`config.mk`:
```
export PLATFORM = sky130hd
export DESIGN_NAME = three_sensor_arrival_direction_core
export DESIGN_NICKNAME = d
export VERILOG_FILES = /design/src/rtl/tsad_pkg.sv /design/src/rtl/three_sensor_arrival_direction_core.sv
export SDC_FILE = /design/constraint.sdc
export NUM_CORES = 1
export LEC_CHECK = 0
export ABC_AREA = 1
export BUFFER_PORTS_ARGS = -buffer_cell sky130_fd_sc_hd__buf_2
export CAP_MARGIN = 25
export CORE_MARGIN = 10
export CORE_UTILIZATION = 45
export CTS_CLUSTER_DIAMETER = 40
export CTS_CLUSTER_SIZE = 12
export DETAILED_ROUTE_END_ITERATION = 12
export GPL_ROUTABILITY_DRIVEN = 1
export GPL_TIMING_DRIVEN = 0
export MAX_ROUTING_LAYER = met4
export PLACE_DENSITY = 0.65
export SYNTH_ARGS = -nofsm -noshare
export SYNTH_HDL_FRONTEND = slang
export SYNTH_SLANG_ARGS = --single-unit
```
`constraint.sdc`:
```
create_clock -name aclk -period 8 [get_ports aclk]
set_clock_uncertainty 0.1 [all_clocks]
set_input_delay 1.6 -clock aclk [delete_from_list [all_inputs] [get_ports aclk]]
set_output_delay 1.6 -clock aclk [all_outputs]
set_load 0.1 [all_outputs]
```
`src/rtl/tsad_pkg.sv`:
```
package tsad_pkg;

    localparam int SAMPLE_W   = 8;
    localparam int TICK_W     = 8;
    localparam int HOLD_W     = 16;
    localparam int DIR_W      = 4;
    localparam int CFG_IDX_W  = 3;
    localparam int CFG_DATA_W = 16;

    // configuration register indexes
    localparam logic [CFG_IDX_W-1:0] CFG_THRESHOLD_ZERO = 3'd0;
    localparam logic [CFG_IDX_W-1:0] CFG_THRESHOLD_TWO  = 3'd1;
    localparam logic [CFG_IDX_W-1:0] CFG_THRESHOLD_FOUR = 3'd2;
    localparam logic [CFG_IDX_W-1:0] CFG_NEAR_LIMIT     = 3'd3;
    localparam logic [CFG_IDX_W-1:0] CFG_WINDOW_TICKS   = 3'd4;
    localparam logic [CFG_IDX_W-1:0] CFG_HOLD_TICKS     = 3'd5;

    // register reset values
    localparam logic [SAMPLE_W-1:0] THRESHOLD_ZERO_RST = 8'd229;
    localparam logic [SAMPLE_W-1:0] THRESHOLD_TWO_RST  = 8'd236;
    localparam logic [SAMPLE_W-1:0] THRESHOLD_FOUR_RST = 8'd234;
    localparam logic [TICK_W-1:0]   NEAR_LIMIT_RST     = 8'd48;
    localparam logic [TICK_W-1:0]   WINDOW_TICKS_RST   = 8'd255;
    localparam logic [HOLD_W-1:0]   HOLD_TICKS_RST     = 16'd0;

    // direction pattern codes
    localparam logic [DIR_W-1:0] DIR_0_LAG_EQUAL  = 4'd0;   // also the timeout code
    localparam logic [DIR_W-1:0] DIR_0_FOUR_LATE  = 4'd1;
    localparam logic [DIR_W-1:0] DIR_NEAR_02      = 4'd2;
    localparam logic [DIR_W-1:0] DIR_2_FOUR_EARLY = 4'd3;
    localparam logic [DIR_W-1:0] DIR_2_LAG_EQUAL  = 4'd4;
    localparam logic [DIR_W-1:0] DIR_2_FOUR_LATE  = 4'd5;
    localparam logic [DIR_W-1:0] DIR_NEAR_24      = 4'd6;
    localparam logic [DIR_W-1:0] DIR_4_TWO_EARLY  = 4'd7;
    localparam logic [DIR_W-1:0] DIR_4_LAG_EQUAL  = 4'd8;
    localparam logic [DIR_W-1:0] DIR_4_TWO_LATE   = 4'd9;
    localparam logic [DIR_W-1:0] DIR_NEAR_04      = 4'd10;
    localparam logic [DIR_W-1:0] DIR_0_FOUR_EARLY = 4'd11;
    localparam logic [DIR_W-1:0] DIR_OVERHEAD     = 4'd12;
    localparam logic [DIR_W-1:0] DIR_TIMEOUT      = DIR_0_LAG_EQUAL;

    typedef enum logic [2:0] {
        PH_IDLE    = 3'b001,
        PH_MEASURE = 3'b010,
        PH_HOLD    = 3'b100
    } phase_t;

    typedef enum logic [1:0] {
        SENSOR_ZERO = 2'd0,
        SENSOR_TWO  = 2'd1,
        SENSOR_FOUR = 2'd2
    } sensor_t;

endpackage

```
`src/rtl/three_sensor_arrival_direction_core.sv`:
```
// Arrival-direction classifier for three transducers. One transaction of three
// samples is taken per clock while s_ready is high; a transaction is first
// held in an input register and processed from there, and its result (if any)
// is shown from an output register; a result passes the input register and
// then the output register before it is visible. The rate is one transaction
// per cycle while the output side does not stall, set by the single pass from
// input register to output register; s_ready drops only while a result waits
// on m_ready and the input register is full.
// Configuration writes take effect at once and are meant for idle periods.
module three_sensor_arrival_direction_core (
    input  logic                            aclk,
    input  logic                            aresetn,
    input  logic                            cfg_wr_en,
    input  logic [tsad_pkg::CFG_IDX_W-1:0]  cfg_index,
    input  logic [tsad_pkg::CFG_DATA_W-1:0] cfg_wdata,
    input  logic                            s_valid,
    output logic                            s_ready,
    input  logic [tsad_pkg::SAMPLE_W-1:0]   s_sample_zero,
    input  logic [tsad_pkg::SAMPLE_W-1:0]   s_sample_two,
    input  logic [tsad_pkg::SAMPLE_W-1:0]   s_sample_four,
    output logic                            m_valid,
    input  logic                            m_ready,
    output logic [tsad_pkg::DIR_W-1:0]      m_direction,
    output logic                            m_timed_out,
    output logic [tsad_pkg::TICK_W-1:0]     m_gap_zero_two,
    output logic [tsad_pkg::TICK_W-1:0]     m_gap_zero_four,
    output logic [tsad_pkg::TICK_W-1:0]     m_gap_two_four
);
    import tsad_pkg::*;

    // configuration
    logic [SAMPLE_W-1:0] thr_zero_reg, thr_two_reg, thr_four_reg;
    logic [TICK_W-1:0]   near_limit_reg, window_ticks_reg;
    logic [HOLD_W-1:0]   hold_ticks_reg;

    // input register
    logic                in_valid_reg;
    logic [SAMPLE_W-1:0] in_zero_reg, in_two_reg, in_four_reg;

    // measurement state
    phase_t              phase_reg, phase_next;
    sensor_t             first_reg, first_next;
    logic [TICK_W-1:0]   elapsed_reg, elapsed_next;
    logic [TICK_W-1:0]   arr_a_reg, arr_a_next;
    logic [TICK_W-1:0]   arr_b_reg, arr_b_next;
    logic [1:0]          caught_reg, caught_next;
    logic [HOLD_W-1:0]   hold_left_reg, hold_left_next;

    // output register
    logic                out_valid_reg;
    logic [DIR_W-1:0]    out_dir_reg;
    logic                out_to_reg;
    logic [TICK_W-1:0]   out_g02_reg, out_g04_reg, out_g24_reg;

    logic                proc_fire;
    logic                hit0, hit2, hit4, hit_a, hit_b;
    logic [TICK_W-1:0]   t0, t2, t4, g02, g04, g24;
    logic                res_valid, res_to;
    logic [DIR_W-1:0]    res_dir;
    logic [TICK_W-1:0]   res_g02, res_g04, res_g24;

    function automatic logic [TICK_W-1:0] abs_diff(input logic [TICK_W-1:0] x,
                                                   input logic [TICK_W-1:0] y);
        return (x > y) ? x - y : y - x;
    endfunction

    function automatic logic [DIR_W-1:0] classify(input sensor_t first,
                                                  input logic [TICK_W-1:0] n,
                                                  input logic [TICK_W-1:0] d02,
                                                  input logic [TICK_W-1:0] d04,
                                                  input logic [TICK_W-1:0] d24);
        logic [DIR_W-1:0] code;
        if (d02 < n && d04 < n && d24 < n) begin
            code = DIR_OVERHEAD;
        end else begin
            case (first)
                SENSOR_ZERO: begin
                    if (d02 < n)        code = DIR_NEAR_02;
                    else if (d04 < n)   code = DIR_NEAR_04;
                    else if (d04 < d02) code = DIR_0_FOUR_EARLY;
                    else if (d04 > d02) code = DIR_0_FOUR_LATE;
                    else                code = DIR_0_LAG_EQUAL;
                end
                SENSOR_TWO: begin
                    if (d02 < n)        code = DIR_NEAR_02;
                    else if (d24 < n)   code = DIR_NEAR_24;
                    else if (d24 < d02) code = DIR_2_FOUR_EARLY;
                    else if (d24 > d02) code = DIR_2_FOUR_LATE;
                    else                code = DIR_2_LAG_EQUAL;
                end
                default: begin
                    if (d04 < n)        code = DIR_NEAR_04;
                    else if (d24 < n)   code = DIR_NEAR_24;
                    else if (d24 < d04) code = DIR_4_TWO_EARLY;
                    else if (d24 > d04) code = DIR_4_TWO_LATE;
                    else                code = DIR_4_LAG_EQUAL;
                end
            endcase
        end
        return code;
    endfunction

    assign proc_fire = in_valid_reg && (!out_valid_reg || m_ready);
    assign s_ready   = !in_valid_reg || proc_fire;

    assign hit0 = in_zero_reg >= thr_zero_reg;
    assign hit2 = in_two_reg  >= thr_two_reg;
    assign hit4 = in_four_reg >= thr_four_reg;

    always_comb begin
        phase_next     = phase_reg;
        first_next     = first_reg;
        elapsed_next   = elapsed_reg;
        arr_a_next     = arr_a_reg;
        arr_b_next     = arr_b_reg;
        caught_next    = caught_reg;
        hold_left_next = hold_left_reg;
        hit_a          = 1'b0;
        hit_b          = 1'b0;
        t0             = '0;
        t2             = '0;
        t4             = '0;
        res_valid      = 1'b0;
        res_to         = 1'b0;
        res_dir        = DIR_TIMEOUT;
        res_g02        = '0;
        res_g04        = '0;
        res_g24        = '0;

        case (first_reg)
            SENSOR_ZERO: begin hit_a = hit2; hit_b = hit4; end
            SENSOR_TWO:  begin hit_a = hit0; hit_b = hit4; end
            default:     begin hit_a = hit0; hit_b = hit2; end
        endcase

        if (elapsed_reg != {TICK_W{1'b1}}) begin
            elapsed_next = elapsed_reg + 1'b1;
        end
        if (hit_a && !caught_reg[0]) begin
            arr_a_next     = elapsed_next;
            caught_next[0] = 1'b1;
        end
        if (hit_b && !caught_reg[1]) begin
            arr_b_next     = elapsed_next;
            caught_next[1] = 1'b1;
        end

        case (first_reg)
            SENSOR_ZERO: begin t2 = arr_a_next; t4 = arr_b_next; end
            SENSOR_TWO:  begin t0 = arr_a_next; t4 = arr_b_next; end
            default:     begin t0 = arr_a_next; t2 = arr_b_next; end
        endcase
        g02 = abs_diff(t0, t2);
        g04 = abs_diff(t0, t4);
        g24 = abs_diff(t2, t4);

        // speculative measurement values are discarded outside PH_MEASURE or without proc_fire
        if (phase_reg != PH_MEASURE || !proc_fire) begin
            elapsed_next = elapsed_reg;
            arr_a_next   = arr_a_reg;
            arr_b_next   = arr_b_reg;
            caught_next  = caught_reg;
        end

        if (proc_fire) begin
            unique case (phase_reg)
                PH_HOLD: begin
                    if (hold_left_reg != '0) begin
                        hold_left_next = hold_left_reg - 1'b1;
                    end
                    if (hold_left_reg <= HOLD_W'(1)) begin
                        phase_next = PH_IDLE;
                    end
                end
                PH_MEASURE: begin
                    if (caught_next == 2'b11) begin
                        res_valid = 1'b1;
                        res_dir   = classify(first_reg, near_limit_reg, g02, g04, g24);
                        res_g02   = g02;
                        res_g04   = g04;
                        res_g24   = g24;
                    end else if (elapsed_next >= window_ticks_reg) begin
                        res_valid = 1'b1;
                        res_to    = 1'b1;
                    end
                    if (res_valid) begin
                        hold_left_next = hold_ticks_reg;
                        phase_next     = (hold_ticks_reg != '0) ? PH_HOLD : PH_IDLE;
                    end
                end
                default: begin
                    if (hit0 || hit2 || hit4) begin
                        if (hit0)      first_next = SENSOR_ZERO;
                        else if (hit2) first_next = SENSOR_TWO;
                        else           first_next = SENSOR_FOUR;
                        phase_next   = PH_MEASURE;
                        elapsed_next = '0;
                        arr_a_next   = '0;
                        arr_b_next   = '0;
                        caught_next  = '0;
                    end
                end
            endcase
        end
    end

    always_ff @(posedge aclk) begin
        if (!aresetn) begin
            thr_zero_reg     <= THRESHOLD_ZERO_RST;
            thr_two_reg      <= THRESHOLD_TWO_RST;
            thr_four_reg     <= THRESHOLD_FOUR_RST;
            near_limit_reg   <= NEAR_LIMIT_RST;
            window_ticks_reg <= WINDOW_TICKS_RST;
            hold_ticks_reg   <= HOLD_TICKS_RST;
        end else if (cfg_wr_en) begin
            unique case (cfg_index)
                CFG_THRESHOLD_ZERO: thr_zero_reg     <= cfg_wdata[SAMPLE_W-1:0];
                CFG_THRESHOLD_TWO:  thr_two_reg      <= cfg_wdata[SAMPLE_W-1:0];
                CFG_THRESHOLD_FOUR: thr_four_reg     <= cfg_wdata[SAMPLE_W-1:0];
                CFG_NEAR_LIMIT:     near_limit_reg   <= cfg_wdata[TICK_W-1:0];
                CFG_WINDOW_TICKS:   window_ticks_reg <= cfg_wdata[TICK_W-1:0];
                CFG_HOLD_TICKS:     hold_ticks_reg   <= cfg_wdata[HOLD_W-1:0];
                default: ;
            endcase
        end
    end

    always_ff @(posedge aclk) begin
        if (!aresetn) begin
            in_valid_reg  <= 1'b0;
            out_valid_reg <= 1'b0;
            phase_reg     <= PH_IDLE;
            first_reg     <= SENSOR_ZERO;
            elapsed_reg   <= '0;
            arr_a_reg     <= '0;
            arr_b_reg     <= '0;
            caught_reg    <= '0;
            hold_left_reg <= '0;
        end else begin
            if (s_valid && s_ready) begin
                in_valid_reg <= 1'b1;
            end else if (proc_fire) begin
                in_valid_reg <= 1'b0;
            end
            if (proc_fire && res_valid) begin
                out_valid_reg <= 1'b1;
            end else if (m_ready) begin
                out_valid_reg <= 1'b0;
            end
            phase_reg     <= phase_next;
            first_reg     <= first_next;
            elapsed_reg   <= elapsed_next;
            arr_a_reg     <= arr_a_next;
            arr_b_reg     <= arr_b_next;
            caught_reg    <= caught_next;
            hold_left_reg <= hold_left_next;
        end
    end

    always_ff @(posedge aclk) begin
        if (s_valid && s_ready) begin
            in_zero_reg <= s_sample_zero;
            in_two_reg  <= s_sample_two;
            in_four_reg <= s_sample_four;
        end
        if (proc_fire && res_valid) begin
            out_dir_reg <= res_dir;
            out_to_reg  <= res_to;
            out_g02_reg <= res_g02;
            out_g04_reg <= res_g04;
            out_g24_reg <= res_g24;
        end
    end

    assign m_valid         = out_valid_reg;
    assign m_direction     = out_dir_reg;
    assign m_timed_out     = out_to_reg;
    assign m_gap_zero_two  = out_g02_reg;
    assign m_gap_zero_four = out_g04_reg;
    assign m_gap_two_four  = out_g24_reg;

endmodule

```
After elaboration in Yosys (flattened, before gate mapping)
Cells that the tools add are included.

Input port bits: 48. Memories: 0. Bits in writable memories: 0. Bits in latches: 0. Flip-flop bits (word level): 158. ROM bits: 0. Output and inout bits: 31.

Equality and inequality tests: 14. Mux-type cells: 63. Div/mod/pow operators: 0. Reductions and logical operators: 39. Multiply operators: 0. Bitwise logic cells: 4. $lt $le $gt $ge: 17. Add/subtract/negate cells: 8. Shift operators: 0.

Operators with widths (count): 8-bit 2-to-1 mux (20); 8-bit > comparator (6); 8-bit < comparator (6); 8-bit subtractor (6); 8-bit greater-or-equal comparator (4); 16-bit 2-to-1 mux (2); 16-bit one-hot mux with 2 select lines (1); 16-bit nonzero test (2); 4-bit 2-to-1 mux (7); 3-bit 2-to-1 mux (7); 1-bit 2-to-1 mux (17); 16-bit by 1-bit <= comparator with 1-bit output (second input constant) (1); 8-bit one-hot mux with 2 select lines (1); 16-bit by 1-bit subtractor with 16-bit output (second input constant) (1); 2-bit 2-to-1 mux (6); 2-bit AND reduction (6); 3-bit by 2-bit equality test with 1-bit output (second input constant) (3); 3-bit equality test (second input constant) (3); 8-bit by 1-bit adder with 8-bit output (second input constant) (1); 8-bit != test (second input constant) (1); 4-bit one-hot mux with 2 select lines (1); 4-bit AND reduction (2); 1-bit logical AND (7); 3-bit one-hot mux with 2 select lines (1); 17 further kinds (33).

Longest topological paths before layout
Depth in word-level cells: 15. Mapped depth: 42. Gate-level depth less buffers: 40.

Worst setup path before layout
Ideal clock, no wire load.

Kind: reg2reg. Start point: reg in_two_reg[7]. End point: reg out_dir_reg[0], in the netlist m_direction[0], data pin. Slack: 2.701 ns. Path buffers: 2. Arrival: 4.950 ns. Cell stages (with the launch flop): 36. Data required time: 7.651 ns. Path through: edfxtp_1 ha_1 nand2_1 nor2_1 nand4_1 nand3_1 inv_1 nand2_1 nand2_1 nor2_2 buf_2 o21ai_0 nor2_1 inv_1 fa_1 inv_1 nand3_1 nand2_1 nand2_2 nand2_4 nand2_2 buf_6 a211oi_1 xor2_1 inv_1 ha_1 a21oi_1 nor2_1 a211oi_1 nand2_1 inv_1 nand3_1 nand2_1 inv_1 nand2_1 inv_1.

Word-level cells in the longest chain between the ends: 13.

Ends and longest elaborated chain: start: declaration (RTL line three_sensor_arrival_direction_core.sv:38) `logic [SAMPLE_W-1:0] in_zero_reg, in_two_reg, in_four_reg;`; start signal: assignment (RTL line three_sensor_arrival_direction_core.sv:263) `in_two_reg <= s_sample_two;`; 8-bit greater-or-equal comparator (*) (RTL line three_sensor_arrival_direction_core.sv:107) `assign hit2 = in_two_reg >= thr_two_reg;`; 1-bit 2-to-1 mux (RTL line three_sensor_arrival_direction_core.sv:130) `case (first_reg)`; 1-bit logical AND (on tied branches) (RTL line three_sensor_arrival_direction_core.sv:143, three_sensor_arrival_direction_core.sv:139); 8-bit 2-to-1 mux (on tied branches) (RTL line three_sensor_arrival_direction_core.sv:143, three_sensor_arrival_direction_core.sv:139); 8-bit one-hot mux with 2 select lines / 8-bit 2-to-1 mux (equally long branches) (RTL line three_sensor_arrival_direction_core.sv:148) `case (first_reg)`; 8-bit subtractor / 8-bit > comparator (equally long branches) (RTL line three_sensor_arrival_direction_core.sv:64) `return (x > y) ? x - y : y - x;`; 8-bit 2-to-1 mux (*) (RTL line three_sensor_arrival_direction_core.sv:64); named net g02[5] (RTL line three_sensor_arrival_direction_core.sv:57) `logic [TICK_W-1:0] t0, t2, t4, g02, g04, g24;`; 8-bit > comparator (on tied branches) (RTL line three_sensor_arrival_direction_core.sv:88, three_sensor_arrival_direction_core.sv:81); 1-bit 2-to-1 mux (on tied branches) (RTL line three_sensor_arrival_direction_core.sv:88, three_sensor_arrival_direction_core.sv:81); 3-bit 2-to-1 mux / 4-bit 2-to-1 mux (equally long branches) (RTL line three_sensor_arrival_direction_core.sv:87, three_sensor_arrival_direction_core.sv:80); 3-bit 2-to-1 mux / 4-bit 2-to-1 mux (equally long branches) (RTL line three_sensor_arrival_direction_core.sv:86, three_sensor_arrival_direction_core.sv:79); 3-bit 2-to-1 mux / 4-bit 2-to-1 mux (equally long branches) (RTL line three_sensor_arrival_direction_core.sv:85, three_sensor_arrival_direction_core.sv:78); 4-bit one-hot mux with 2 select lines (RTL line three_sensor_arrival_direction_core.sv:76) `case (first)`; end signal: assignment (RTL line three_sensor_arrival_direction_core.sv:267) `out_dir_reg <= res_dir;`; end: declaration (RTL line three_sensor_arrival_direction_core.sv:51) `logic [DIR_W-1:0] out_dir_reg;`.

The timed path passes the listed nets; every way through them passes the cells marked *. A chain may end at the register's enable or synchronous reset.

Worst setup path after layout
Start point: reg in_two_reg[7]. End point: reg out_dir_reg[3], in the netlist m_direction[3], data pin.

Word-level cells in the longest chain between the ends: 13.

Ends and longest elaborated chain: 8-bit greater-or-equal comparator (*) (RTL line three_sensor_arrival_direction_core.sv:107); 1-bit 2-to-1 mux (RTL line three_sensor_arrival_direction_core.sv:130); 1-bit logical AND (on tied branches) (RTL line three_sensor_arrival_direction_core.sv:143, three_sensor_arrival_direction_core.sv:139); 8-bit 2-to-1 mux (on tied branches) (RTL line three_sensor_arrival_direction_core.sv:143, three_sensor_arrival_direction_core.sv:139); 8-bit 2-to-1 mux (RTL line three_sensor_arrival_direction_core.sv:148); 8-bit subtractor / 8-bit > comparator (equally long branches) (RTL line three_sensor_arrival_direction_core.sv:64); 8-bit 2-to-1 mux (*) (RTL line three_sensor_arrival_direction_core.sv:64); named net g04[5] (RTL line three_sensor_arrival_direction_core.sv:57); 8-bit < comparator (on tied branches) (RTL line three_sensor_arrival_direction_core.sv:94, three_sensor_arrival_direction_core.sv:80); 4-bit 2-to-1 mux (on tied branches) (RTL line three_sensor_arrival_direction_core.sv:94, three_sensor_arrival_direction_core.sv:80); 4-bit 2-to-1 mux (on tied branches) (RTL line three_sensor_arrival_direction_core.sv:93, three_sensor_arrival_direction_core.sv:79); 4-bit 2-to-1 mux (on tied branches) (RTL line three_sensor_arrival_direction_core.sv:92, three_sensor_arrival_direction_core.sv:78); 4-bit one-hot mux with 2 select lines (RTL line three_sensor_arrival_direction_core.sv:76); 4-bit 2-to-1 mux (*) (RTL line three_sensor_arrival_direction_core.sv:73) `if (d02 < n && d04 < n && d24 < n) begin`.

Marks and branches as above.

==> impl_metrics.tcl <==
set metrics [dict create \
    fin_nets 1624 \
    syn_nets 1526 \
    grt_overflow 0 \
    worstPathRequired_ns 8.13 \
    fp.coreArea_um2 22700 \
    drive_gt1_frac 0.121 \
    clkTransAtPathRegs_ns 0.08 \
    cp-start-kind "flop" \
    clkLatencyLatePin_ns 0.44 \
    yosysWarningCount 0 \
    crit_path_max_incr_delay_ns 0.66 \
    slowest_stage "a221oi_1" \
    cts-hold-fix-buffers 0 \
    layout_min_cycle_time_ns 6.88 \
    syn_avg_cell_area_um2 7.73 \
    synth_edf_count 53 \
    slew_violations 0 \
    grtUsageTotal 0.193 \
    run_status "complete, no violations" \
    crit_path_frequent_cell "nand2_1" \
    wl_per_cell_um 15.6 \
    ys_seq_area_frac 0.354 \
    met1Wirelength_mm 12.9 \
    first_pass_iters 6 \
    relSlewSlack 0.405 \
    finalHoldViolCount 0 \
    drt_iter0_drc 779 \
    syn_to_final_growth_pct 13.3 \
    cts_tree "built" \
    h-tree-depth 4 \
    die_x_um 172 \
    dp_hpwl_mm 21.4 \
    vias 9189 \
    cts.path.max_buffers 2 \
    first_global_vias 8637 \
    max_freq_ghz 0.145 \
    leakagePower_uw 0.00557 \
    syn-cell-area_um2 10400 \
    die_h_um 172 \
    yosys.cell_types.count 48 \
    io_buffers 78 \
    place_area_um2 11200 \
    ios 79 \
    grt_pass1_wl_mm 44.3 \
    cp-end-kind "flop" \
    final.period_utilization 0.860 \
    detail-route-antenna-nets 0 \
    ys_ff_latch 158 \
    crit_fanout 10 \
    cts-root-buf "clkbuf_16" \
    die_area_um2 29700 \
    vias_per_cell 5.26 \
    synth_ff_type "dfxtp_1" \
    register_area_um2 3690 \
    initial_core_util 0.460 \
    post_cts_buffers 0 \
    multi_input_area_um2 5730 \
    top_layer "met4" \
    hold_path_class "flop to flop" \
    post_cts_resized 0 \
    antenna_found_initial 0 \
    path_class "flop to flop" \
    rsz0062_at_grt "false" \
    drc 0 \
    worst_slew_pin_slew_ns 0.891 \
    drt_wl_total_mm 27.3 \
    power.density_nw_per_um2 298 \
    cts_inserted_buffers 17 \
    postSynthCellCount 1352 \
    route.met3.wl_mm 1.47 \
    placementRows 55 \
    wl_met2_mm 12.4 \
    final_area_um2 11800 \
    drv_cap 0 \
    place_congestion 0.979 \
    diodes 0 \
    setup_viol 0 \
    cp.arrival_ns 7.00 \
    cts_sinks 158 \
    vdd_drop_max_uv 179 \
    async_flop_share 0 \
    fillers 2209 \
    finalSetupTns_ns 0 \
    grt_max_degree 25 \
]
layout make-up:
cell class | count | share of cell area
Timing Repair Buffer | 79 | 0.0353
Buffer | 39 | 0.0156
Clock buffer | 17 | 0.0359
Multi-Input combinational cell | 931 | 0.484
Clock inverter | 15 | 0.0160
Sequential cell | 158 | 0.312
Tap cell | 285 | 0.0301
Inverter | 224 | 0.0710
cells in the final DEF (no fill, tap or decap), types with 15 or more instances in the layout:
cell and instances:
nand2_2 20, o21ai_0 115, nand4_1 18, dfxtp_1 105
nor2_1 139, inv_1 218, a21oi_1 119, a211oi_1 24
o21ai_1 15, o211ai_1 23, xor2_1 23, buf_2 88
nand2_1 196, ha_1 120, edfxtp_1 53, clkbuf_1 23
nand3_1 32, clkbuf_16 17
path summary, 6_finish.rpt:
path                     from               end  slack [ns]  cells after the start
max             in_two_reg[7]    m_direction[3]        1.12                     28
min          hold_left_reg[5]  hold_left_reg[5]        0.37                      2
max reg2reg     in_two_reg[7]    m_direction[3]        1.12                     28
min reg2reg  hold_left_reg[5]  hold_left_reg[5]        0.37                      2
cells by family after synthesis:
kind of cell	after synthesis	share of synthesized area
AO/OA/AOI/OAI	332	0.178
XOR/XNOR	25	0.0210
adder cells (fa/ha/maj)	126	0.155
buffers and inverters	263	0.0982
flip-flops	158	0.354
multiplexers	6	0.00575
AND/OR/NAND/NOR	442	0.188
power by group:
group	internal, µW	switching, µW	total (µW)
logic	644	1200	1840
clock network	426	408	834
registers	845	8.73	854
stage by stage:
stage | setup slack, ns | util | total power (µW) | cells | hold WS, ns
2_1_floorplan | 2.70 | - | 2240 | 1352 | 0.333
3_3_place_gp | 1.28 | 0.493 | 2640 | 1715 | 0.345
3_5_place_dp | 1.25 | 0.494 | 2680 | 1716 | 0.358
4_1_cts | 1.16 | 0.521 | 3520 | 1748 | 0.369
5_1_grt | 0.562 | 0.521 | 3820 | 1748 | 0.396
6_report | 1.12 | 0.521 | 3530 | 1748 | 0.366
cell usage after synthesis, types with 5 or more instances:
library cell	count	area, µm²
o21ai_1	15	75.1
nor2_1	139	522
a211oi_1	24	180
edfxtp_1	53	1590
fa_1	6	120
buf_2	10	50.1
dfxtp_1	105	2100
mux2i_1	6	60.1
nand2_1	196	736
inv_1	218	818
nor3_1	10	50.1
nand3_1	32	160
nor2_2	9	56.3
nand2_4	5	56.3
clkbuf_1	23	86.3
nand2_2	20	125
o22ai_1	13	81.3
a21oi_1	119	596
o21ai_0	115	576
ha_1	120	1500
xor2_1	23	201
nand4_1	18	113
o211ai_1	23	173
metal layers:
metal,up-vias,track usage
li1,4710,-
met1,4198,0.259
met2,248,0.299
met3,33,0.0228
met4,0,0.0596
met5,-,-
critical path: cells and delay by family, from the launching register on:
kind | cells | cell delay (ns)
buffers and inverters | 4 | 0.78
and+or+nand+nor | 14 | 2.19
adders and majority gates | 3 | 1.00
xor gates and xnor gates | 1 | 0.35
DFF | 1 | 0.38
AOI/OAI and AO/OA | 5 | 1.49
muxes | 1 | 0.35
Power figures use the tool's default switching activity.
